`config.mk`:
```
export PLATFORM = sky130hd
export DESIGN_NAME = pixel_region_format_converter
export DESIGN_NICKNAME = d
export VERILOG_FILES = /design/src/rtl/prfc_pkg.sv /design/src/rtl/pixel_region_format_converter.sv /design/src/rtl/prfc_front.sv /design/src/rtl/prfc_queue.sv /design/src/rtl/prfc_back.sv
export SDC_FILE = /design/constraint.sdc
export NUM_CORES = 1
export LEC_CHECK = 0
export BUFFER_PORTS_ARGS = -buffer_cell sky130_fd_sc_hd__buf_4
export CORE_MARGIN = 10
export CORE_UTILIZATION = 60
export CTS_CLUSTER_SIZE = 25
export DETAILED_ROUTE_END_ITERATION = 8
export PLACE_DENSITY_LB_ADDON = 0.2
export SYNTH_ARGS = -nofsm -noshare
export SYNTH_HDL_FRONTEND = slang
export SYNTH_SLANG_ARGS = --single-unit
```
`constraint.sdc`:
```
create_clock -name i_clk -period 11.5 [get_ports i_clk]
set_input_delay 0.575 -clock i_clk [delete_from_list [all_inputs] [get_ports i_clk]]
set_output_delay 0.575 -clock i_clk [all_outputs]
set_load 0.1 [all_outputs]
```
`src/rtl/prfc_pkg.sv`:
```
// Shared types, codes and pixel conversion functions for the pixel region format converter.
`default_nettype none

package prfc_pkg;

    localparam int unsigned CNT_W    = 12;
    localparam int unsigned DIM_W    = 13;
    localparam int unsigned PIX_W    = 32;
    localparam int unsigned OFS_W    = 28;
    localparam int unsigned IDX_W    = 24;
    localparam int unsigned CFG_IW   = 3;
    localparam int unsigned CFG_DW   = 32;

    typedef enum logic [CFG_IW-1:0] {
        REG_FORMAT     = 3'd0,
        REG_SRC_STRIDE = 3'd1,
        REG_DST_STRIDE = 3'd2,
        REG_X          = 3'd3,
        REG_Y          = 3'd4,
        REG_WIDTH      = 3'd5,
        REG_HEIGHT     = 3'd6
    } t_reg_index;

    typedef enum logic [1:0] {
        FMT_RGB565   = 2'd0,
        FMT_ABGR1555 = 2'd1,
        FMT_RGBA8888 = 2'd2,
        FMT_BGRA8888 = 2'd3
    } t_format;

    typedef enum logic [1:0] {
        ST_OK      = 2'd0,
        ST_INVALID = 2'd1,
        ST_EMPTY   = 2'd2
    } t_status;

    typedef struct packed {
        t_format          fmt;
        logic [DIM_W-1:0] src_stride;
        logic [DIM_W-1:0] dst_stride;
        logic [CNT_W-1:0] x;
        logic [CNT_W-1:0] y;
        logic [DIM_W-1:0] width;
        logic [DIM_W-1:0] height;
    } t_cfg;

    typedef struct packed {
        logic [PIX_W-1:0] bgra;
        logic [DIM_W-1:0] ypos;
        logic [CNT_W-1:0] col;
        logic [CNT_W-1:0] row;
        logic             done;
        t_status          status;
    } t_entry;

    function automatic logic [7:0] widen5(input logic [4:0] v);
        return {v, v[4:2]};
    endfunction

    function automatic logic [7:0] widen6(input logic [5:0] v);
        return {v, v[5:4]};
    endfunction

    function automatic logic [PIX_W-1:0] to_bgra(input t_format fmt,
                                                 input logic [PIX_W-1:0] px);
        logic [PIX_W-1:0] res;
        res = px;
        unique case (fmt)
            FMT_RGB565:   res = {8'hFF, widen5(px[15:11]), widen6(px[10:5]), widen5(px[4:0])};
            FMT_ABGR1555: res = {8'hFF, widen5(px[4:0]), widen5(px[9:5]), widen5(px[14:10])};
            FMT_RGBA8888: res = {px[31:24], px[7:0], px[15:8], px[23:16]};
            FMT_BGRA8888: res = px;
            default:      res = px;
        endcase
        return res;
    endfunction

endpackage

`default_nettype wire

```
`src/rtl/pixel_region_format_converter.sv`:
```
// Top level of the pixel region format converter: configuration registers and wiring.
`default_nettype none

// Converts one source pixel word per clock while the queue has room to BGRA8888 and tags
// it with its source byte offset, destination pixel index, end-of-region flag and status.
// Sustained rate is one word per clock while the output accepts; a word is written into
// the queue, then after the offset multiply-add of the back end into its output register.
// The queue of QUEUE_DEPTH words lets input keep flowing while the output stalls.
// Configuration is taken on any cycle and must only change while idle.
module pixel_region_format_converter #(
    parameter int unsigned QUEUE_DEPTH = 4
) (
    input  wire logic                        i_clk,
    input  wire logic                        i_rst_n,
    input  wire logic                        i_cfg_valid,
    output logic                             o_cfg_ready,
    input  wire logic [prfc_pkg::CFG_IW-1:0] i_cfg_index,
    input  wire logic [prfc_pkg::CFG_DW-1:0] i_cfg_data,
    input  wire logic                        i_in_valid,
    output logic                             o_in_ready,
    input  wire logic [prfc_pkg::PIX_W-1:0]  i_source_pixel,
    output logic                             o_out_valid,
    input  wire logic                        i_out_ready,
    output logic [prfc_pkg::PIX_W-1:0]       o_bgra_pixel,
    output logic [prfc_pkg::OFS_W-1:0]       o_source_offset,
    output logic [prfc_pkg::IDX_W-1:0]       o_dest_index,
    output logic                             o_region_done,
    output logic [1:0]                       o_status
);
    import prfc_pkg::*;

    t_cfg   r_cfg;
    t_entry front_entry;
    t_entry queue_entry;
    logic   push;
    logic   pop;
    logic   q_full;
    logic   q_empty;

    assign o_cfg_ready = 1'b1;

    always_ff @(posedge i_clk) begin
        if (!i_rst_n) begin
            r_cfg <= '0;
        end else if (i_cfg_valid) begin
            unique case (t_reg_index'(i_cfg_index))
                REG_FORMAT:     r_cfg.fmt        <= t_format'(i_cfg_data[1:0]);
                REG_SRC_STRIDE: r_cfg.src_stride <= i_cfg_data[DIM_W-1:0];
                REG_DST_STRIDE: r_cfg.dst_stride <= i_cfg_data[DIM_W-1:0];
                REG_X:          r_cfg.x          <= i_cfg_data[CNT_W-1:0];
                REG_Y:          r_cfg.y          <= i_cfg_data[CNT_W-1:0];
                REG_WIDTH:      r_cfg.width      <= i_cfg_data[DIM_W-1:0];
                REG_HEIGHT:     r_cfg.height     <= i_cfg_data[DIM_W-1:0];
                default:        r_cfg            <= r_cfg;
            endcase
        end
    end

    prfc_front u_front (
        .i_clk          (i_clk),
        .i_rst_n        (i_rst_n),
        .i_cfg          (r_cfg),
        .i_valid        (i_in_valid),
        .o_ready        (o_in_ready),
        .i_source_pixel (i_source_pixel),
        .i_full         (q_full),
        .o_push         (push),
        .o_entry        (front_entry)
    );

    prfc_queue #(
        .DEPTH (QUEUE_DEPTH)
    ) u_queue (
        .i_clk   (i_clk),
        .i_rst_n (i_rst_n),
        .i_push  (push),
        .i_entry (front_entry),
        .i_pop   (pop),
        .o_entry (queue_entry),
        .o_full  (q_full),
        .o_empty (q_empty)
    );

    prfc_back u_back (
        .i_clk           (i_clk),
        .i_rst_n         (i_rst_n),
        .i_cfg           (r_cfg),
        .i_empty         (q_empty),
        .i_entry         (queue_entry),
        .o_pop           (pop),
        .o_out_valid     (o_out_valid),
        .i_out_ready     (i_out_ready),
        .o_bgra_pixel    (o_bgra_pixel),
        .o_source_offset (o_source_offset),
        .o_dest_index    (o_dest_index),
        .o_region_done   (o_region_done),
        .o_status        (o_status)
    );

    a_fault_zero: assert property (@(posedge i_clk) disable iff (!i_rst_n)
        (o_out_valid && o_status != ST_OK) |->
            (o_bgra_pixel == '0 && o_source_offset == '0 && o_dest_index == '0
             && !o_region_done))
        else $error("non-ok word carries nonzero fields");

    a_done_ok: assert property (@(posedge i_clk) disable iff (!i_rst_n)
        (o_out_valid && o_region_done) |-> (o_status == ST_OK))
        else $error("region end flagged on a non-ok word");

    a_pop_loads: assert property (@(posedge i_clk) disable iff (!i_rst_n)
        pop |=> o_out_valid)
        else $error("popped word did not reach the output");

    a_no_push_full: assert property (@(posedge i_clk) disable iff (!i_rst_n)
        q_full |-> !push)
        else $error("push into a full queue");

endmodule

`default_nettype wire

```
`src/rtl/prfc_front.sv`:
```
// Front end: accepts pixels, checks the region, converts the pixel and tracks column and row.
`default_nettype none

module prfc_front (
    input  wire logic                    i_clk,
    input  wire logic                    i_rst_n,
    input  wire prfc_pkg::t_cfg          i_cfg,
    input  wire logic                    i_valid,
    output logic                         o_ready,
    input  wire logic [prfc_pkg::PIX_W-1:0] i_source_pixel,
    input  wire logic                    i_full,
    output logic                         o_push,
    output prfc_pkg::t_entry             o_entry
);
    import prfc_pkg::*;

    logic [CNT_W-1:0] r_col, n_col;
    logic [CNT_W-1:0] r_row, n_row;
    logic             empty_region;
    logic             invalid_region;
    logic [DIM_W:0]   right_edge;
    logic [DIM_W-1:0] col_inc;
    logic [DIM_W-1:0] row_inc;
    logic             row_end;
    logic             last;
    t_status          status;

    assign o_ready = !i_full;
    assign o_push  = i_valid && !i_full;

    always_comb begin
        empty_region   = (i_cfg.width == '0) || (i_cfg.height == '0);
        right_edge     = (DIM_W+1)'(i_cfg.x) + (DIM_W+1)'(i_cfg.width);
        invalid_region = (i_cfg.dst_stride < i_cfg.width)
                      || (right_edge > (DIM_W+1)'(i_cfg.src_stride));
        if (empty_region) begin
            status = ST_EMPTY;
        end else if (invalid_region) begin
            status = ST_INVALID;
        end else begin
            status = ST_OK;
        end

        col_inc = DIM_W'(r_col) + DIM_W'(1);
        row_inc = DIM_W'(r_row) + DIM_W'(1);
        row_end = col_inc >= i_cfg.width;
        last    = row_end && (row_inc >= i_cfg.height);

        n_col = r_col;
        n_row = r_row;
        if (o_push && status == ST_OK) begin
            if (last) begin
                n_col = '0;
                n_row = '0;
            end else if (row_end) begin
                n_col = '0;
                n_row = row_inc[CNT_W-1:0];
            end else begin
                n_col = col_inc[CNT_W-1:0];
            end
        end

        o_entry.status = status;
        o_entry.bgra   = (status == ST_OK) ? to_bgra(i_cfg.fmt, i_source_pixel) : '0;
        o_entry.ypos   = DIM_W'(i_cfg.y) + DIM_W'(r_row);
        o_entry.col    = r_col;
        o_entry.row    = r_row;
        o_entry.done   = (status == ST_OK) && last;
    end

    always_ff @(posedge i_clk) begin
        if (!i_rst_n) begin
            r_col <= '0;
            r_row <= '0;
        end else begin
            r_col <= n_col;
            r_row <= n_row;
        end
    end

endmodule

`default_nettype wire

```
`src/rtl/prfc_queue.sv`:
```
// Short first-in first-out queue of classified words between front and back end.
`default_nettype none

module prfc_queue #(
    parameter int unsigned DEPTH = 4
) (
    input  wire logic             i_clk,
    input  wire logic             i_rst_n,
    input  wire logic             i_push,
    input  wire prfc_pkg::t_entry i_entry,
    input  wire logic             i_pop,
    output prfc_pkg::t_entry      o_entry,
    output logic                  o_full,
    output logic                  o_empty
);
    import prfc_pkg::*;

    localparam int unsigned AW = $clog2(DEPTH);
    localparam int unsigned CW = $clog2(DEPTH + 1);

    t_entry        r_mem [DEPTH];
    logic [AW-1:0] r_wr, n_wr;
    logic [AW-1:0] r_rd, n_rd;
    logic [CW-1:0] r_cnt, n_cnt;

    assign o_full  = (r_cnt == CW'(DEPTH));
    assign o_empty = (r_cnt == '0);
    assign o_entry = r_mem[r_rd];

    always_comb begin
        n_wr  = r_wr;
        n_rd  = r_rd;
        n_cnt = r_cnt;
        if (i_push) begin
            n_wr = (r_wr == AW'(DEPTH - 1)) ? '0 : r_wr + AW'(1);
        end
        if (i_pop) begin
            n_rd = (r_rd == AW'(DEPTH - 1)) ? '0 : r_rd + AW'(1);
        end
        if (i_push && !i_pop) begin
            n_cnt = r_cnt + CW'(1);
        end else if (i_pop && !i_push) begin
            n_cnt = r_cnt - CW'(1);
        end
    end

    always_ff @(posedge i_clk) begin
        if (!i_rst_n) begin
            r_wr  <= '0;
            r_rd  <= '0;
            r_cnt <= '0;
        end else begin
            r_wr  <= n_wr;
            r_rd  <= n_rd;
            r_cnt <= n_cnt;
        end
    end

    always_ff @(posedge i_clk) begin
        if (i_push) begin
            r_mem[r_wr] <= i_entry;
        end
    end

endmodule

`default_nettype wire

```
`src/rtl/prfc_back.sv`:
```
// Back end: computes source offset and destination index and holds the output word.
`default_nettype none

module prfc_back (
    input  wire logic                       i_clk,
    input  wire logic                       i_rst_n,
    input  wire prfc_pkg::t_cfg             i_cfg,
    input  wire logic                       i_empty,
    input  wire prfc_pkg::t_entry           i_entry,
    output logic                            o_pop,
    output logic                            o_out_valid,
    input  wire logic                       i_out_ready,
    output logic [prfc_pkg::PIX_W-1:0]      o_bgra_pixel,
    output logic [prfc_pkg::OFS_W-1:0]      o_source_offset,
    output logic [prfc_pkg::IDX_W-1:0]      o_dest_index,
    output logic                            o_region_done,
    output logic [1:0]                      o_status
);
    import prfc_pkg::*;

    localparam int unsigned SP_W = 2 * DIM_W;
    localparam int unsigned SS_W = SP_W + 1;
    localparam int unsigned DP_W = CNT_W + DIM_W;

    logic             r_valid;
    logic [PIX_W-1:0] r_bgra;
    logic [OFS_W-1:0] r_sofs;
    logic [IDX_W-1:0] r_didx;
    logic             r_done;
    t_status          r_status;

    logic [SP_W-1:0]  src_prod;
    logic [SS_W-1:0]  src_sum;
    logic [DP_W-1:0]  dst_prod;
    logic [OFS_W-1:0] sofs;
    logic [IDX_W-1:0] didx;
    logic             half_word;
    logic             ok;

    assign o_pop = !i_empty && (!r_valid || i_out_ready);

    always_comb begin
        ok        = (i_entry.status == ST_OK);
        half_word = (i_cfg.fmt == FMT_RGB565) || (i_cfg.fmt == FMT_ABGR1555);
        src_prod  = i_entry.ypos * i_cfg.src_stride;
        src_sum   = SS_W'(src_prod) + SS_W'(i_cfg.x) + SS_W'(i_entry.col);
        dst_prod  = i_entry.row * i_cfg.dst_stride;
        if (!ok) begin
            sofs = '0;
        end else if (half_word) begin
            sofs = {src_sum[OFS_W-2:0], 1'b0};
        end else begin
            sofs = {src_sum[OFS_W-3:0], 2'b00};
        end
        didx = ok ? dst_prod[IDX_W-1:0] + IDX_W'(i_entry.col) : '0;
    end

    always_ff @(posedge i_clk) begin
        if (!i_rst_n) begin
            r_valid <= 1'b0;
        end else if (o_pop) begin
            r_valid <= 1'b1;
        end else if (i_out_ready) begin
            r_valid <= 1'b0;
        end
    end

    always_ff @(posedge i_clk) begin
        if (o_pop) begin
            r_bgra   <= i_entry.bgra;
            r_sofs   <= sofs;
            r_didx   <= didx;
            r_done   <= i_entry.done;
            r_status <= i_entry.status;
        end
    end

    assign o_out_valid     = r_valid;
    assign o_bgra_pixel    = r_bgra;
    assign o_source_offset = r_sofs;
    assign o_dest_index    = r_didx;
    assign o_region_done   = r_done;
    assign o_status        = r_status;

endmodule

`default_nettype wire

```
==> impl_metrics.tcl <==
set metrics [dict create \
    ff2ff_setup_slack_ns 3.45 \
    setup.worst_path.start_class "flop" \
    synth-compound-area-share_pct 6.85 \
    first_global_vias 22141 \
    ys_seq_elements 486 \
    final.min_clock_period_ns 8.05 \
    layout-area-overhead-vs-synth_pct 9.68 \
    highest_count_cells_in_the_layout_ignoring_fill_and_taps "sky130_fd_sc_hd__inv_1 (403), sky130_fd_sc_hd__nand2_1 (388), sky130_fd_sc_hd__edfxtp_1 (374)" \
    first_iter_violations 1844 \
    die_h_um 254 \
    fin_setup_tns_ns 0 \
    grt_pass1_wl_um 120000 \
    timing.rr.end "u_back.o_source_offset[21]$_SDFFCE_PP0P_" \
    yosysSeqAreaShare_pct 41.2 \
    postLayoutCellArea_sq_um 35900 \
    global_route.overflow_total 0 \
    worst_setup_path_end_kind "flop" \
    worst_slew_pin_slew_ns 1.14 \
    hold_path_depth 3 \
    fp-row-count 85 \
    drc 0 \
    cp.arrival_ns 8.35 \
    layout-drive-gt1-share_pct 11.2 \
    final_clock_skew_ns 0.0377 \
    clk_root_buffer_cell "sky130_fd_sc_hd__clkbuf_16" \
    basic_gate_share_of_the_synthesized_area_counting_and_or_nand_and_nor_cells_pct 11.6 \
    dominant_combinational_cell_family_by_area_after_synthesis "adder cells" \
    r2r.worst_path.cells 22 \
    timing_hold_violations_final 0 \
    netlist_instances 2899 \
    post_synth_xor_area_fraction_pct 2.27 \
    ctsLongestPathBuffers 3 \
    detailed_place_hpwl_um 54700 \
    dominant_register_cell_in_the_synthesized_netlist "sky130_fd_sc_hd__edfxtp_1" \
    achievable-frequency_mhz 124 \
    max_cap_viol_count 0 \
    power_leakage_nw 15.1 \
    yosys-mux-area-fraction_pct 6.41 \
    h-tree-depth 2 \
    numCtsBuffers 49 \
    status "complete, no violations" \
    drt-total-wl_um 75600 \
    tritoncts "done" \
    synth_async_sr_flop_share_pct 0 \
    timing.setup.critical_path_class "flop to flop" \
    layout_commonest_cell "sky130_fd_sc_hd__inv_1" \
    drt-pass1-iter-count 6 \
    slew-limit-headroom_pct 23.8 \
    io-pin-count 162 \
    global_route.usage.total_pct 23.8 \
    net_count_after_synthesis 3480 \
    cts_hold_buffers_added 0 \
    die_width_um 254 \
    slew_violations 0 \
    drt-wirelength-per-cell_um 20.4 \
    floorplan.die_area_sq_um 64300 \
    dpl-instance-area_sq_um 34300 \
    globalplace.congestion 0.923 \
    starting_utilization_of_the_core_area_pct 60.7 \
    clk_pin_slew_ns 0.06 \
    ir_drop_v 0.000186 \
    core_area_sq_um 53900 \
    synthesis.area_sq_um 32700 \
    required_worst_endpoint_ns 11.80 \
    drt-vias-per-instance 5.78 \
    path_max_fanout 37 \
    grt_start_max_net_pins 105 \
    finalNetCount 3558 \
    rsz0062_at_grt "false" \
    setup_viol 0 \
    clkSinkCount 486 \
    post_cts.repair.setup_buffers 0 \
    grt_antenna_before_repair 4 \
    postRouteAntennaNets 0 \
    syn_avg_cell_area_sq_um 11.3 \
    period_utilization_pct 70.0 \
    synth_warnings 0 \
    clk-insertion-delay-late_ns 0.62 \
    worst_hold_path_type "input port to flop" \
    synth-edff-count 374 \
    synth.distinct_cells 74 \
    worst_hold_path.endpoint "r_cfg[12]$_SDFFE_PN0P_" \
    pwr_density_cell_nw_per_um2 200 \
    synth-adder-area-share_pct 25.6 \
    port_buffer_count 140 \
    worstHoldStart "i_cfg_data[12]" \
    cts_repair_resize_count 0 \
    vias 21459 \
]
==> worst max-delay path by stage <==
stage | cells after the start | endpoint | start | slack (ns)
after floorplan | 24 | u_back.o_source_offset[25]$_SDFFCE_PP0P_ | flop | 4.21
after global placement | 22 | u_back.o_source_offset[21]$_SDFFCE_PP0P_ | flop | 3.73
after detailed placement | 22 | u_back.o_source_offset[21]$_SDFFCE_PP0P_ | flop | 3.54
after CTS | 22 | u_back.o_source_offset[21]$_SDFFCE_PP0P_ | flop | 3.47
after global routing | 22 | u_back.o_source_offset[21]$_SDFFCE_PP0P_ | flop | 3.07
final | 22 | u_back.o_source_offset[21]$_SDFFCE_PP0P_ | flop | 3.45
==> metrics by stage <==
step	util (%)	cells	hold WS, ns	setup WS [ns]	total power [mW]
floorplan	-	2899	0.441	4.21	4.85
global placement	63.6	3622	0.449	3.73	5.58
detailed placement	63.6	3622	0.454	3.54	5.64
CTS	66.6	3713	0.241	3.47	7.22
global route	66.6	3713	0.263	3.07	7.53
finish	66.6	3714	0.264	3.45	7.17
==> power by group <==
group          leakage, nW  switching (mW)  internal [mW]
clock network        0.773           0.676          0.893
registers             4.43           0.156           2.23
logic                 9.92            2.35          0.864
==> cell families after synthesis <==
group / Yosys count
DFF: 486
other: 2
xor gates and xnor gates: 85
adders and majority gates: 509
and+or+nand+nor: 813
muxes: 114
buffers and inverters: 531
AOI/OAI and AO/OA: 359
==> layer usage <==
metal	vias to the layer above	share of wire [%]	track usage, %
met4	8	2.3	6.57
met1	10705	42	32.5
met5	-	0.098	0
li1	9898	-	-
met3	114	8.2	4.85
met2	734	47	38.2
==> Yosys cell counts (all sizes together) (19+ instances only) <==
| cell type | instances | share of area (%) |
|---|---|---|
| a21o | 31 | 0.72 |
| a21oi | 171 | 2.6 |
| and2 | 160 | 3.1 |
| buf | 19 | 0.29 |
| clkbuf | 108 | 1.2 |
| dfxtp | 112 | 6.9 |
| edfxtp | 374 | 34 |
| fa | 266 | 16 |
| ha | 243 | 9.3 |
| inv | 404 | 4.6 |
| mux2i | 33 | 1.0 |
| mux4 | 76 | 5.2 |
| nand2 | 388 | 4.5 |
| nand3 | 28 | 0.43 |
| nor2 | 121 | 1.4 |
| nor3 | 22 | 0.35 |
| o21ai | 41 | 0.63 |
| xnor2 | 49 | 1.3 |
| xor2 | 36 | 0.96 |
==> layout make-up <==
class | count | area, sq um
fill | 3944 | 18000
multi-input combinational | 1882 | 17300
sequential | 486 | 13500
inverter | 404 | 1520
clock buffer | 76 | 1400
timing repair buffer | 154 | 1160
tap | 696 | 871
clock inverter | 15 | 198
antenna | 1 | 2.50
==> worst max-delay path, stage by stage (launching register included) <==
cell                       delay [ns]
sky130_fd_sc_hd__dfxtp_4         0.73
sky130_fd_sc_hd__buf_4           0.59
sky130_fd_sc_hd__mux4_2          0.60
sky130_fd_sc_hd__and2_1          0.26
sky130_fd_sc_hd__fa_1            0.51
sky130_fd_sc_hd__inv_1           0.06
sky130_fd_sc_hd__fa_1            0.53
sky130_fd_sc_hd__inv_1           0.05
sky130_fd_sc_hd__fa_1            0.48
sky130_fd_sc_hd__fa_1            0.51
sky130_fd_sc_hd__fa_1            0.52
sky130_fd_sc_hd__inv_1           0.07
sky130_fd_sc_hd__fa_1            0.48
sky130_fd_sc_hd__inv_1           0.04
sky130_fd_sc_hd__ha_1            0.33
sky130_fd_sc_hd__and3_2          0.22
sky130_fd_sc_hd__nor4_1          0.21
sky130_fd_sc_hd__a21boi_0        0.54
sky130_fd_sc_hd__o31ai_1         0.25
sky130_fd_sc_hd__a221oi_1        0.37
sky130_fd_sc_hd__xnor2_1         0.16
sky130_fd_sc_hd__mux2i_1         0.15
sky130_fd_sc_hd__nor2_1          0.06
==> state kept, by name, indices dropped and copies added (netlist names), named ones only <==
| signal | count |
|---|---|
| u_back.o_region_done | 1 |
| u_front.r_col | 12 |
| u_queue.r_mem | 288 |
| u_back.o_status | 2 |
| u_queue.r_cnt | 3 |
| u_queue.r_rd | 2 |
| u_back.o_source_offset | 27 |
| u_back.o_bgra_pixel | 32 |
| u_queue.r_wr | 2 |
| u_front.r_row | 12 |
| u_back.o_out_valid | 1 |
| r_cfg | 78 |
| u_back.o_dest_index | 24 |
Note: power is estimated with default switching activity, not from simulation.
